## src/rtl/eps_pkg.sv

```systemverilog
`default_nettype none

package eps_pkg;

  localparam int STEP_W      = 19;
  localparam int ANGLE_W     = 32;
  localparam int COUNT_W     = 32;
  localparam int SUM_W       = 36;
  localparam int DIV_W       = 33;
  localparam int DIV_CNT_W   = 6;
  localparam int OUT_TDATA_W = 72;

  localparam logic [STEP_W-1:0] STEP_RESET = 19'd402;

  typedef enum logic [1:0] {
    CMD_INIT   = 2'd0,
    CMD_UPDATE = 2'd1,
    CMD_TICK   = 2'd2,
    CMD_ZERO   = 2'd3
  } cmd_t;

  typedef enum logic [1:0] {
    ST_IDLE,
    ST_DIV,
    ST_TICK,
    ST_RESULT
  } state_t;

endpackage

`default_nettype wire

```

## src/rtl/encoder_position_speed_tracker_core.sv

```systemverilog
// Init and angle update commands pass through the bit-serial divider (ST_DIV), a speed tick
// through ST_TICK, and a zero command goes straight to ST_RESULT, which waits while the output
// holds an unclaimed result. Throughput is one transaction at a time: the input is ready
// again in the cycle after the result register loads. Reset (rst, synchronous, active high)
// clears all counts, the sum and the ring, sets pulse_step to 402 and holds the input not
// ready.
`default_nettype none

module encoder_position_speed_tracker_core #(
  parameter int WINDOW = 16
) (
  input  wire logic                             clk,
  input  wire logic                             rst,
  // Configuration: pulse_step, written when cfg_we is high.
  input  wire logic                             cfg_we,
  input  wire logic [eps_pkg::STEP_W-1:0]       cfg_wdata,
  // Command input.
  input  wire logic                             s_axis_tvalid,
  output logic                                  s_axis_tready,
  input  wire logic [eps_pkg::ANGLE_W-1:0]      s_axis_tdata,  // [31:0] angle
  input  wire logic [1:0]                       s_axis_tuser,  // [1:0] cmd
  // Result output.
  output logic                                  m_axis_tvalid,
  input  wire logic                             m_axis_tready,
  // [31:0] position, [67:32] speed_sum, [71:68] zero
  output logic [eps_pkg::OUT_TDATA_W-1:0]       m_axis_tdata
);
  import eps_pkg::*;

  localparam int PTR_W = $clog2(WINDOW);

  // Architectural state of the encoder model.
  logic [STEP_W-1:0]  pulse_step;
  logic [COUNT_W-1:0] pulse_count;
  logic [COUNT_W-1:0] last_count;
  logic [COUNT_W-1:0] zero_offset;
  logic [ANGLE_W-1:0] reference_angle;
  logic [PTR_W-1:0]   ring_pointer;
  logic [SUM_W-1:0]   delta_total;

  // Sequencer state and the latched command.
  state_t             state;
  state_t             state_next;
  cmd_t               cmd_r;
  logic [ANGLE_W-1:0] angle_r;
  logic               neg_r;

  // Control strobes produced by the sequencer.
  logic in_acc;
  logic div_start;
  logic commit_div;
  logic commit_tick;
  logic out_load;

  cmd_t               cmd_in;
  logic [DIV_W-1:0]   diff;
  logic [DIV_W-1:0]   angle_ext;
  logic [DIV_W-1:0]   div_dividend;
  logic               div_neg;
  logic [STEP_W-1:0]  step_eff;

  logic               div_done;
  logic [DIV_W-1:0]   div_quot;
  logic [STEP_W-1:0]  div_rem;
  logic [COUNT_W-1:0] q_signed;
  logic [ANGLE_W-1:0] rem_ext;

  logic [COUNT_W-1:0] ring_old;
  logic [COUNT_W-1:0] delta;
  logic [SUM_W-1:0]   total_next;

  assign cmd_in = cmd_t'(s_axis_tuser);
  assign in_acc = s_axis_tvalid && s_axis_tready;

  // A step of zero is out of range and behaves as a step of one.
  assign step_eff = (pulse_step == '0) ? STEP_W'(1) : pulse_step;

  // Both init and update reduce to one unsigned division of a magnitude by the
  // step. Init divides the angle itself; update divides the distance from the
  // reference. In the update case the new reference is angle minus (or plus)
  // the remainder, which also covers the case where the distance is below one
  // step: the quotient is then zero and the reference stays where it was.
  assign angle_ext = {s_axis_tdata[ANGLE_W-1], s_axis_tdata};
  assign diff      = angle_ext - {reference_angle[ANGLE_W-1], reference_angle};

  always_comb begin
    if (cmd_in == CMD_INIT) begin
      div_neg = s_axis_tdata[ANGLE_W-1];
      div_dividend = div_neg ? DIV_W'(-angle_ext) : angle_ext;
    end else begin
      div_neg = diff[DIV_W-1];
      div_dividend = div_neg ? DIV_W'(-diff) : diff;
    end
  end

  eps_divider u_div (
    .clk       (clk),
    .rst       (rst),
    .start     (div_start),
    .dividend  (div_dividend),
    .divisor   (step_eff),
    .done      (div_done),
    .quotient  (div_quot),
    .remainder (div_rem)
  );

  // The count wraps at 32 bits, so only the low quotient bits matter.
  assign q_signed = neg_r ? COUNT_W'(-div_quot[COUNT_W-1:0]) : div_quot[COUNT_W-1:0];
  assign rem_ext  = {{(ANGLE_W-STEP_W){1'b0}}, div_rem};

  // The ring is read at the pointer every cycle; the registered data is ready
  // in the cycle after a tick transaction is accepted.
  eps_ring #(
    .WINDOW (WINDOW),
    .PTR_W  (PTR_W)
  ) u_ring (
    .clk     (clk),
    .rst     (rst),
    .clear   (commit_div && cmd_r == CMD_INIT),
    .rd_addr (ring_pointer),
    .rd_data (ring_old),
    .wr_en   (commit_tick),
    .wr_addr (ring_pointer),
    .wr_data (delta)
  );

  assign delta      = pulse_count - last_count;
  assign total_next = delta_total + {{(SUM_W-COUNT_W){delta[COUNT_W-1]}}, delta}
                      - {{(SUM_W-COUNT_W){ring_old[COUNT_W-1]}}, ring_old};

  // Sequencer: next state and strobes. The input stays not ready during reset.
  always_comb begin
    state_next  = state;
    div_start   = 1'b0;
    commit_div  = 1'b0;
    commit_tick = 1'b0;
    out_load    = 1'b0;
    s_axis_tready = 1'b0;
    unique case (state)
      ST_IDLE: begin
        s_axis_tready = !rst;
        if (in_acc) begin
          unique case (cmd_in)
            CMD_INIT, CMD_UPDATE: begin
              div_start  = 1'b1;
              state_next = ST_DIV;
            end
            CMD_TICK: state_next = ST_TICK;
            CMD_ZERO: state_next = ST_RESULT;
          endcase
        end
      end
      ST_DIV: begin
        if (div_done) begin
          commit_div = 1'b1;
          state_next = ST_RESULT;
        end
      end
      ST_TICK: begin
        commit_tick = 1'b1;
        state_next  = ST_RESULT;
      end
      ST_RESULT: begin
        // Wait only if the previous result is still sitting unclaimed.
        if (!m_axis_tvalid || m_axis_tready) begin
          out_load   = 1'b1;
          state_next = ST_IDLE;
        end
      end
    endcase
  end

  always_ff @(posedge clk) begin
    if (rst) begin
      state <= ST_IDLE;
    end else begin
      state <= state_next;
    end
  end

  always_ff @(posedge clk) begin
    if (rst) begin
      pulse_step <= STEP_RESET;
    end else if (cfg_we) begin
      pulse_step <= cfg_wdata;
    end
  end

  // Latch the command fields at acceptance.
  always_ff @(posedge clk) begin
    if (in_acc) begin
      cmd_r   <= cmd_in;
      angle_r <= s_axis_tdata;
      neg_r   <= div_neg;
    end
  end

  always_ff @(posedge clk) begin
    if (rst) begin
      pulse_count     <= '0;
      last_count      <= '0;
      zero_offset     <= '0;
      reference_angle <= '0;
      ring_pointer    <= '0;
      delta_total     <= '0;
    end else begin
      if (in_acc && cmd_in == CMD_ZERO) begin
        zero_offset <= pulse_count;
      end
      if (commit_div) begin
        if (cmd_r == CMD_INIT) begin
          pulse_count     <= q_signed;
          last_count      <= q_signed;
          reference_angle <= angle_r;
        end else begin
          pulse_count     <= pulse_count + q_signed;
          reference_angle <= neg_r ? angle_r + rem_ext : angle_r - rem_ext;
        end
      end
      if (commit_tick) begin
        delta_total  <= total_next;
        last_count   <= pulse_count;
        ring_pointer <= (ring_pointer == PTR_W'(WINDOW - 1)) ? '0 : ring_pointer + 1'b1;
      end
    end
  end

  // Output register: the next command can be taken while a result waits here.
  always_ff @(posedge clk) begin
    if (rst) begin
      m_axis_tvalid <= 1'b0;
    end else if (out_load) begin
      m_axis_tvalid <= 1'b1;
    end else if (m_axis_tready) begin
      m_axis_tvalid <= 1'b0;
    end
  end

  always_ff @(posedge clk) begin
    if (out_load) begin
      m_axis_tdata <= {{(OUT_TDATA_W-SUM_W-COUNT_W){1'b0}}, delta_total,
                       pulse_count - zero_offset};
    end
  end

endmodule

`default_nettype wire

```

## src/rtl/eps_divider.sv

```systemverilog
`default_nettype none

// Restoring radix-2 divider, one quotient bit per cycle.
module eps_divider (
  input  wire logic                        clk,
  input  wire logic                        rst,
  input  wire logic                        start,
  input  wire logic [eps_pkg::DIV_W-1:0]   dividend,
  input  wire logic [eps_pkg::STEP_W-1:0]  divisor,
  output logic                             done,
  output logic [eps_pkg::DIV_W-1:0]        quotient,
  output logic [eps_pkg::STEP_W-1:0]       remainder
);
  import eps_pkg::*;

  logic                 busy;
  logic [DIV_CNT_W-1:0] count;
  logic [DIV_W-1:0]     quo;
  logic [STEP_W-1:0]    rem;
  logic [STEP_W-1:0]    dvs;
  logic [STEP_W:0]      trial;
  logic                 fits;

  assign trial = {rem, quo[DIV_W-1]};
  assign fits  = trial >= {1'b0, dvs};

  always_ff @(posedge clk) begin
    if (rst) begin
      busy  <= 1'b0;
      done  <= 1'b0;
      count <= '0;
    end else begin
      done <= 1'b0;
      if (start) begin
        busy  <= 1'b1;
        count <= '0;
      end else if (busy) begin
        count <= count + 1'b1;
        if (count == DIV_CNT_W'(DIV_W - 1)) begin
          busy <= 1'b0;
          done <= 1'b1;
        end
      end
    end
  end

  always_ff @(posedge clk) begin
    if (start) begin
      quo <= dividend;
      rem <= '0;
      dvs <= divisor;
    end else if (busy) begin
      quo <= {quo[DIV_W-2:0], fits};
      rem <= fits ? STEP_W'(trial - {1'b0, dvs}) : trial[STEP_W-1:0];
    end
  end

  assign quotient  = quo;
  assign remainder = rem;

endmodule

`default_nettype wire

```

## src/rtl/eps_ring.sv

```systemverilog
`default_nettype none

// Delta ring storage with per-entry valid bits; an invalid entry reads as zero.
module eps_ring #(
  parameter int WINDOW = 16,
  parameter int PTR_W  = $clog2(WINDOW)
) (
  input  wire logic                          clk,
  input  wire logic                          rst,
  input  wire logic                          clear,
  input  wire logic [PTR_W-1:0]              rd_addr,
  output logic      [eps_pkg::COUNT_W-1:0]   rd_data,
  input  wire logic                          wr_en,
  input  wire logic [PTR_W-1:0]              wr_addr,
  input  wire logic [eps_pkg::COUNT_W-1:0]   wr_data
);
  import eps_pkg::*;

  logic [COUNT_W-1:0] mem [WINDOW];
  logic [WINDOW-1:0]  valid;
  logic [COUNT_W-1:0] rd_q;
  logic               rd_valid_q;

  always_ff @(posedge clk) begin
    if (rst || clear) begin
      valid <= '0;
    end else if (wr_en) begin
      valid[wr_addr] <= 1'b1;
    end
  end

  always_ff @(posedge clk) begin
    if (wr_en) begin
      mem[wr_addr] <= wr_data;
    end
    rd_q       <= mem[rd_addr];
    rd_valid_q <= valid[rd_addr];
  end

  assign rd_data = rd_valid_q ? rd_q : '0;

endmodule

`default_nettype wire

```

## config.mk

```make
export PLATFORM = sky130hd
export DESIGN_NAME = encoder_position_speed_tracker_core
export DESIGN_NICKNAME = d
export VERILOG_FILES = /design/src/rtl/eps_pkg.sv /design/src/rtl/encoder_position_speed_tracker_core.sv /design/src/rtl/eps_divider.sv /design/src/rtl/eps_ring.sv
export SDC_FILE = /design/constraint.sdc
export NUM_CORES = 2
export LEC_CHECK = 0
export ABC_AREA = 0
export BUFFER_PORTS_ARGS = -buffer_cell sky130_fd_sc_hd__buf_2
export CAP_MARGIN = 40
export CORE_ASPECT_RATIO = 1.25
export CORE_MARGIN = 2
export CORE_UTILIZATION = 45
export DETAILED_ROUTE_END_ITERATION = 6
export PLACE_DENSITY = 0.71
export SKIP_LAST_GASP = 1
export SYNTH_ARGS = -nofsm -noshare
export SYNTH_HDL_FRONTEND = slang
export SYNTH_SLANG_ARGS = --single-unit
export TNS_END_PERCENT = 100
```

## constraint.sdc

```tcl
create_clock -name clk -period 7.1 [get_ports clk]
set_input_delay 0.355 -clock clk [delete_from_list [all_inputs] [get_ports clk]]
set_output_delay 0.355 -clock clk [all_outputs]
set_load 0.05 [all_outputs]
```

Word level (Yosys, flattened, before mapping)
Memories as Yosys holds them, arrays and structs flattened. A register that Yosys moved wholly into a read port is not among the register bits.
Index checks and enable logic that the tools add are counted.
{"block": "word_totals", "mem_count": 1, "reg_bits": 389, "in_bits": 58, "elab_cells": 115, "ramBits": 512}
{"name": "u_ring.mem", "depth": 16, "width": 32, "read_ports": 1, "rd_ports_with_merged_regs": 1, "wr": 1, "line_no": "eps_ring.sv:19", "text": "logic [COUNT_W-1:0] mem [WINDOW];"}
{"block": "op_classes", "reduce_logical": 21, "order_cmp": 3, "bitwise": 2, "n_eq_ne": 11, "n_addsub": 14, "n_mux": 42}
{"operator": "$mux 32", "n": 8}
{"operator": "$mux 33", "n": 5}
{"operator": "$neg 33->33", "n": 2}
{"operator": "$sub 32x32->32", "n": 2}
{"operator": "$add 36x36->36", "n": 1}
{"operator": "$sub 36x36->36", "n": 1}
{"operator": "$sub 32x32->33", "n": 1}
{"operator": "$add 32x19->32", "n": 1}
{"operator": "$add 32x32->32", "n": 1}
{"operator": "$neg 32->32", "n": 1}
{"operator": "$sub 32x19->32", "n": 1}
{"operator": "$ge 20x19->1", "n": 1}
{"operator": "$mux 1", "n": 20}
{"operator": "$logic_not 19->1", "n": 1}
{"operator": "$mux 19", "n": 1}
{"operator": "$sub 19x19->19", "n": 1}
{"operator": "$or 16x16->16", "n": 1}
{"operator": "$eq 2x2->1 const B", "n": 4}
{"operator": "$pmux 2 s4", "n": 1}
{"operator": "$reduce_bool 2->1", "n": 4}
{"operator": "$add 6x1->6 const B", "n": 1}
{"operator": "$eq 6x6->1 const B", "n": 1}
{"operator": "$logic_not 2->1", "n": 3}
{"operator": "$mux 2", "n": 3}
{"operator": "other kinds (19)", "n": 27}

Depth between registers and ports, before layout
{"block": "depth", "ltp_word": 6, "ltp_mapped": 28, "mapped_depth_nobuf": 27}

Modules after synthesis
A second synthesis with hierarchy kept.
{"block": "unflattened", "hier_cells": 4376, "hier_area_um2": 49705.2}
{"mod": "encoder_position_speed_tracker_core", "cells_each": 3071, "area_per_inst_um2": 24572.3, "n_inst": 1}
{"mod": "eps_ring", "cells_each": 917, "area_per_inst_um2": 20860.0, "n_inst": 1}
{"mod": "eps_divider", "cells_each": 388, "area_per_inst_um2": 4272.8, "n_inst": 1}

Least setup slack after synthesis
Ideal clock, no wire load.
{"block": "synth_path", "path_type": "reg2reg", "start": "reg pulse_count[1]", "end": "reg delta_total[35]", "slack_ns": 1.505, "setup_time_ns": 0.116, "t_arrival_ns": 5.478, "path_stages_with_launch": 20, "cell_sequence": "dfxtp_1 -> ha_1 -> nor2b_1 -> o31a_1 -> o21ai_0 -> o21ai_0 -> nand3_1 -> a211oi_1 -> o2111a_1 -> nor3_1 -> fa_1 -> ha_1 -> or3_1 -> o21ai_0 -> a31o_2 -> o2111a_1 -> xnor2_1 -> xnor2_1 -> a21oi_1 -> a31o_2"}
{"block": "synth_via", "elab_chain_cells": 3}
{"element": "start, declared", "line_no": "encoder_position_speed_tracker_core.sv:34", "text": "logic [COUNT_W-1:0] pulse_count;"}
{"element": "start signal, assigned", "line_no": "encoder_position_speed_tracker_core.sv:212", "text": "pulse_count <= q_signed;"}
{"element": "start signal, assigned", "line_no": "encoder_position_speed_tracker_core.sv:216", "text": "pulse_count <= pulse_count + q_signed;"}
{"element": "$sub 32x32->32", "line_no": "encoder_position_speed_tracker_core.sv:127", "text": "assign delta = pulse_count - last_count;"}
{"element": "via delta[31]", "line_no": "encoder_position_speed_tracker_core.sv:69", "text": "logic [COUNT_W-1:0] delta;"}
{"element": "$add 36x36->36", "line_no": "encoder_position_speed_tracker_core.sv:128", "text": "assign total_next = delta_total + {{(SUM_W-COUNT_W){delta[COUNT_W-1]}}, delta}"}
{"element": "$sub 36x36->36", "line_no": "encoder_position_speed_tracker_core.sv:129", "text": "- {{(SUM_W-COUNT_W){ring_old[COUNT_W-1]}}, ring_old};"}
{"element": "end signal, assigned", "line_no": "encoder_position_speed_tracker_core.sv:221", "text": "delta_total <= total_next;"}
{"element": "end, declared", "line_no": "encoder_position_speed_tracker_core.sv:39", "text": "logic [SUM_W-1:0] delta_total;"}
The timed path passes the listed nets, and every way through them passes these cells.
A chain may end at the register's enable or synchronous reset.

Final worst setup path
{"block": "layout_path", "start": "reg pulse_count[1]", "end": "reg delta_total[35]"}
{"block": "layout_via", "elab_chain_cells": 3}
{"element": "$sub 32x32->32", "line_no": "encoder_position_speed_tracker_core.sv:127"}
{"element": "$add 36x36->36", "line_no": "encoder_position_speed_tracker_core.sv:128"}
{"element": "$sub 36x36->36", "line_no": "encoder_position_speed_tracker_core.sv:129"}
Every way passes these cells.

==> metrics.txt <==
Worst path slowest cell=o31ai_1; hold depth=1; Final setup violation count=0; Req. time, crit path=7.69 ns; Max transition margin=38.8%; Worst path max stage delay=0.61 ns; unrepaired setup endpoints after global routing=no; port bufs=127; CTS Sinks=933; FP Rows=136; first-pass GRT wire length=198 mm; layout cell share with drive strength beyond 1=13.0%; commonest cells after routing, fill and taps aside=edfxtp_1, nor2_1, inv_1; WL per Instance=21.4 µm; post-synthesis cell area=49800 µm²; initial antenna violation count=4; clk root buf=clkbuf_16; P&R area growth vs syn=12.2%; Yosys reg bits=933; Min-Delay Startpoint=s_axis_tuser[1]; setup TNS=0 ns; Synth cell types=100; Detailed Routing Iterations Pass 1=6; CP endpoint kind=flop; crit share post-route=88.9%; worst r2r dst=delta_total[35]; status=finished, final reports clean; WP data arrival=6.91 ns; average vias per placed instance=5.82; via count=35183; pwr/cell area=327 nW/µm²; reg-to-reg critical path startpoint=pulse_count[1]; IO Pins=132; Max Clock Skew=0.0604 ns; CTS max path bufs=3; minimum clock period after layout=6.31 ns; nets=4846; synth warn=0; WL final=129 mm; FMAX=0.158 GHz; initial detailed-routing violation count=2909; syn avg cell area=11.3 µm²; static leakage=20.6 nW; ys async rst share=0%; Cells after Synth=4398; largest net degree at the start of global routing=86; residual DRC count=0; post-place setup slack=0.809 ns; GPL Wtd Cong=0.902; VDD IR max=0.201 mV; Die H=376 µm; Max FO, Critical Path=8; CTS Buf Count=92; hold path endpoint=cmd_r[1]; Primary FF master, synth=edfxtp_1; H-tree levels=3; setup ws final=0.785 ns; core region area=110000 µm²; Post-synth EDFFs=667; worst skew pair latency=0.72 ns; Placed Cells=5824; GRT Util Overall=22.5%; Starting Density=45.3%; post-route ant nets=0; path depth of the worst reg2reg path=25; Worst Hold Class=in2reg; Post-CTS Resized=0; max cap viols=0; Least-Margin Pin Slew=0.917 ns; Hold WS=0.0557 ns; Slew Viols, Final=0; TritonCTS clock tree=built; sequential fraction of the synthesis area=50.9%; die area=113000 µm²; final hold viol count=0; Top cell by count, worst path=a21oi_1; grt ovf=0; DP HPWL=87.5 mm; vias in the first global route=34531; clock transition at the registers of the reported paths=0.07 ns; CP startpoint kind=flop; post-CTS setup buffer count=0; non-filler cells in the finished layout=6050; commonest non-fill, non-tap cell in the layout=edfxtp_1; Reg2Reg Setup Slack=0.79 ns; die span in x=301 µm; Setup CP Type=reg2reg
[sequential cells by signal, summed over array words and instances (netlist names), 32 cells and up]
signal           cells
u_ring.mem         512
m_axis_tdata        68
delta_total         36
u_div.quotient      33
angle_r             32
last_count          32
pulse_count         32
reference_angle     32
u_ring.rd_q         32
zero_offset         32
[how the worst max path moves through the flow]
stage          depth (start not counted)              end           start  slack, ns
2_1_floorplan                         19  delta_total[35]  pulse_count[1]       1.51
3_3_place_gp                          25  delta_total[35]  pulse_count[1]       0.84
3_5_place_dp                          25  delta_total[35]  pulse_count[1]       0.81
4_1_cts                               25  delta_total[35]  pulse_count[1]       0.76
5_1_grt                               25  delta_total[35]  pulse_count[1]       0.21
6_report                              25  delta_total[35]  pulse_count[1]       0.79
[cells in the mapped netlist (20+ instances only)]
cell type	number	area (µm²)
a211oi_1	108	811
a21o_1	77	578
a21oi_1	310	1550
a31oi_1	37	231
and2_1	58	363
and3_1	29	181
buf_1	20	75.1
clkbuf_1	183	687
dfxtp_1	266	5330
edfxtp_1	667	20000
fa_1	41	821
ha_1	226	2830
inv_1	338	1270
mux2i_1	61	611
mux4_2	165	3720
nand2_1	274	1030
nand2b_1	40	250
nand3_1	75	375
nand4_1	28	175
nor2_1	390	1460
nor2b_1	33	206
nor3_1	86	430
nor4_1	22	138
o211ai_1	24	180
o21a_1	29	218
o21ai_0	184	921
o21bai_1	27	203
o31ai_1	30	225
or3_1	35	219
xnor2_1	143	1250
xor2_1	108	946
[stage by stage]
step / power [mW] / utilization (%) / cell area, µm²
final: 18.3 / 50.8 / 55800
after global routing: 19.3 / 50.8 / 55800
after floorplan: 11.6 / - / 49800
after CTS: 18.4 / 50.8 / 55800
after detailed placement: 13.2 / 47.4 / 52100
after global placement: 13.0 / 47.2 / 51900
[worst max-delay path, delay by kind of cell, from the launching register on]
family	cells	cell delay (ns)
xor gates and xnor gates	2	0.36
adders and majority gates	3	1.36
AOI/OAI and AO/OA	15	3.24
DFF	1	0.51
buffers and inverters	2	0.21
and+or+nand+nor	3	0.54
[report_power, final]
group          switching (mW)  internal (mW)  total [mW]
logic                    3.67           2.85        6.51
registers               0.389           6.24        6.63
clock network            2.27           2.86        5.13
total                    6.32           12.0        18.3
[layer usage]
metal | vias to the layer above | wire length (µm) | track usage (%)
met5 | - | 7 | 0
li1 | 16441 | - | -
met1 | 17373 | 51800 | 28.2
met3 | 248 | 7310 | 2.65
met4 | 2 | 4570 | 8.62
met2 | 1119 | 65500 | 39.6
[final cells by class]
type,instances,area (µm²)
Clock buffer,112,2540
Fill cell,9557,54100
Clock inverter,61,697
Sequential cell,933,25400
Multi-Input combinational cell,2915,22400
Timing Repair Buffer,241,1740
Antenna cell,1,2.50
Inverter,338,1270
Tap cell,1449,1810
[repair_timing]
| item | 4_1_cts | 5_1_grt |
|---|---|---|
| endpoints found under the setup margin | 0 | 0 |
| hold buffers | 52 | 0 |
| endpoints found under the hold margin | 52 | 0 |
[cells by family (layout without fill, tap and decap cells)]
logic type | Yosys count | after routing | synth area share, %
AND/OR/NAND/NOR | 1151 | 1151 | 11.1
AO/OA/AOI/OAI | 1012 | 1012 | 13.2
flip-flops | 933 | 933 | 50.9
buffers and inverters | 553 | 752 | 4.22
adder cells (fa/ha/maj) | 267 | 267 | 7.33
XOR/XNOR | 253 | 253 | 4.48
multiplexers | 228 | 228 | 8.74
other | 1 | 5 | 0.00753
Power figures use the tool's default switching activity.
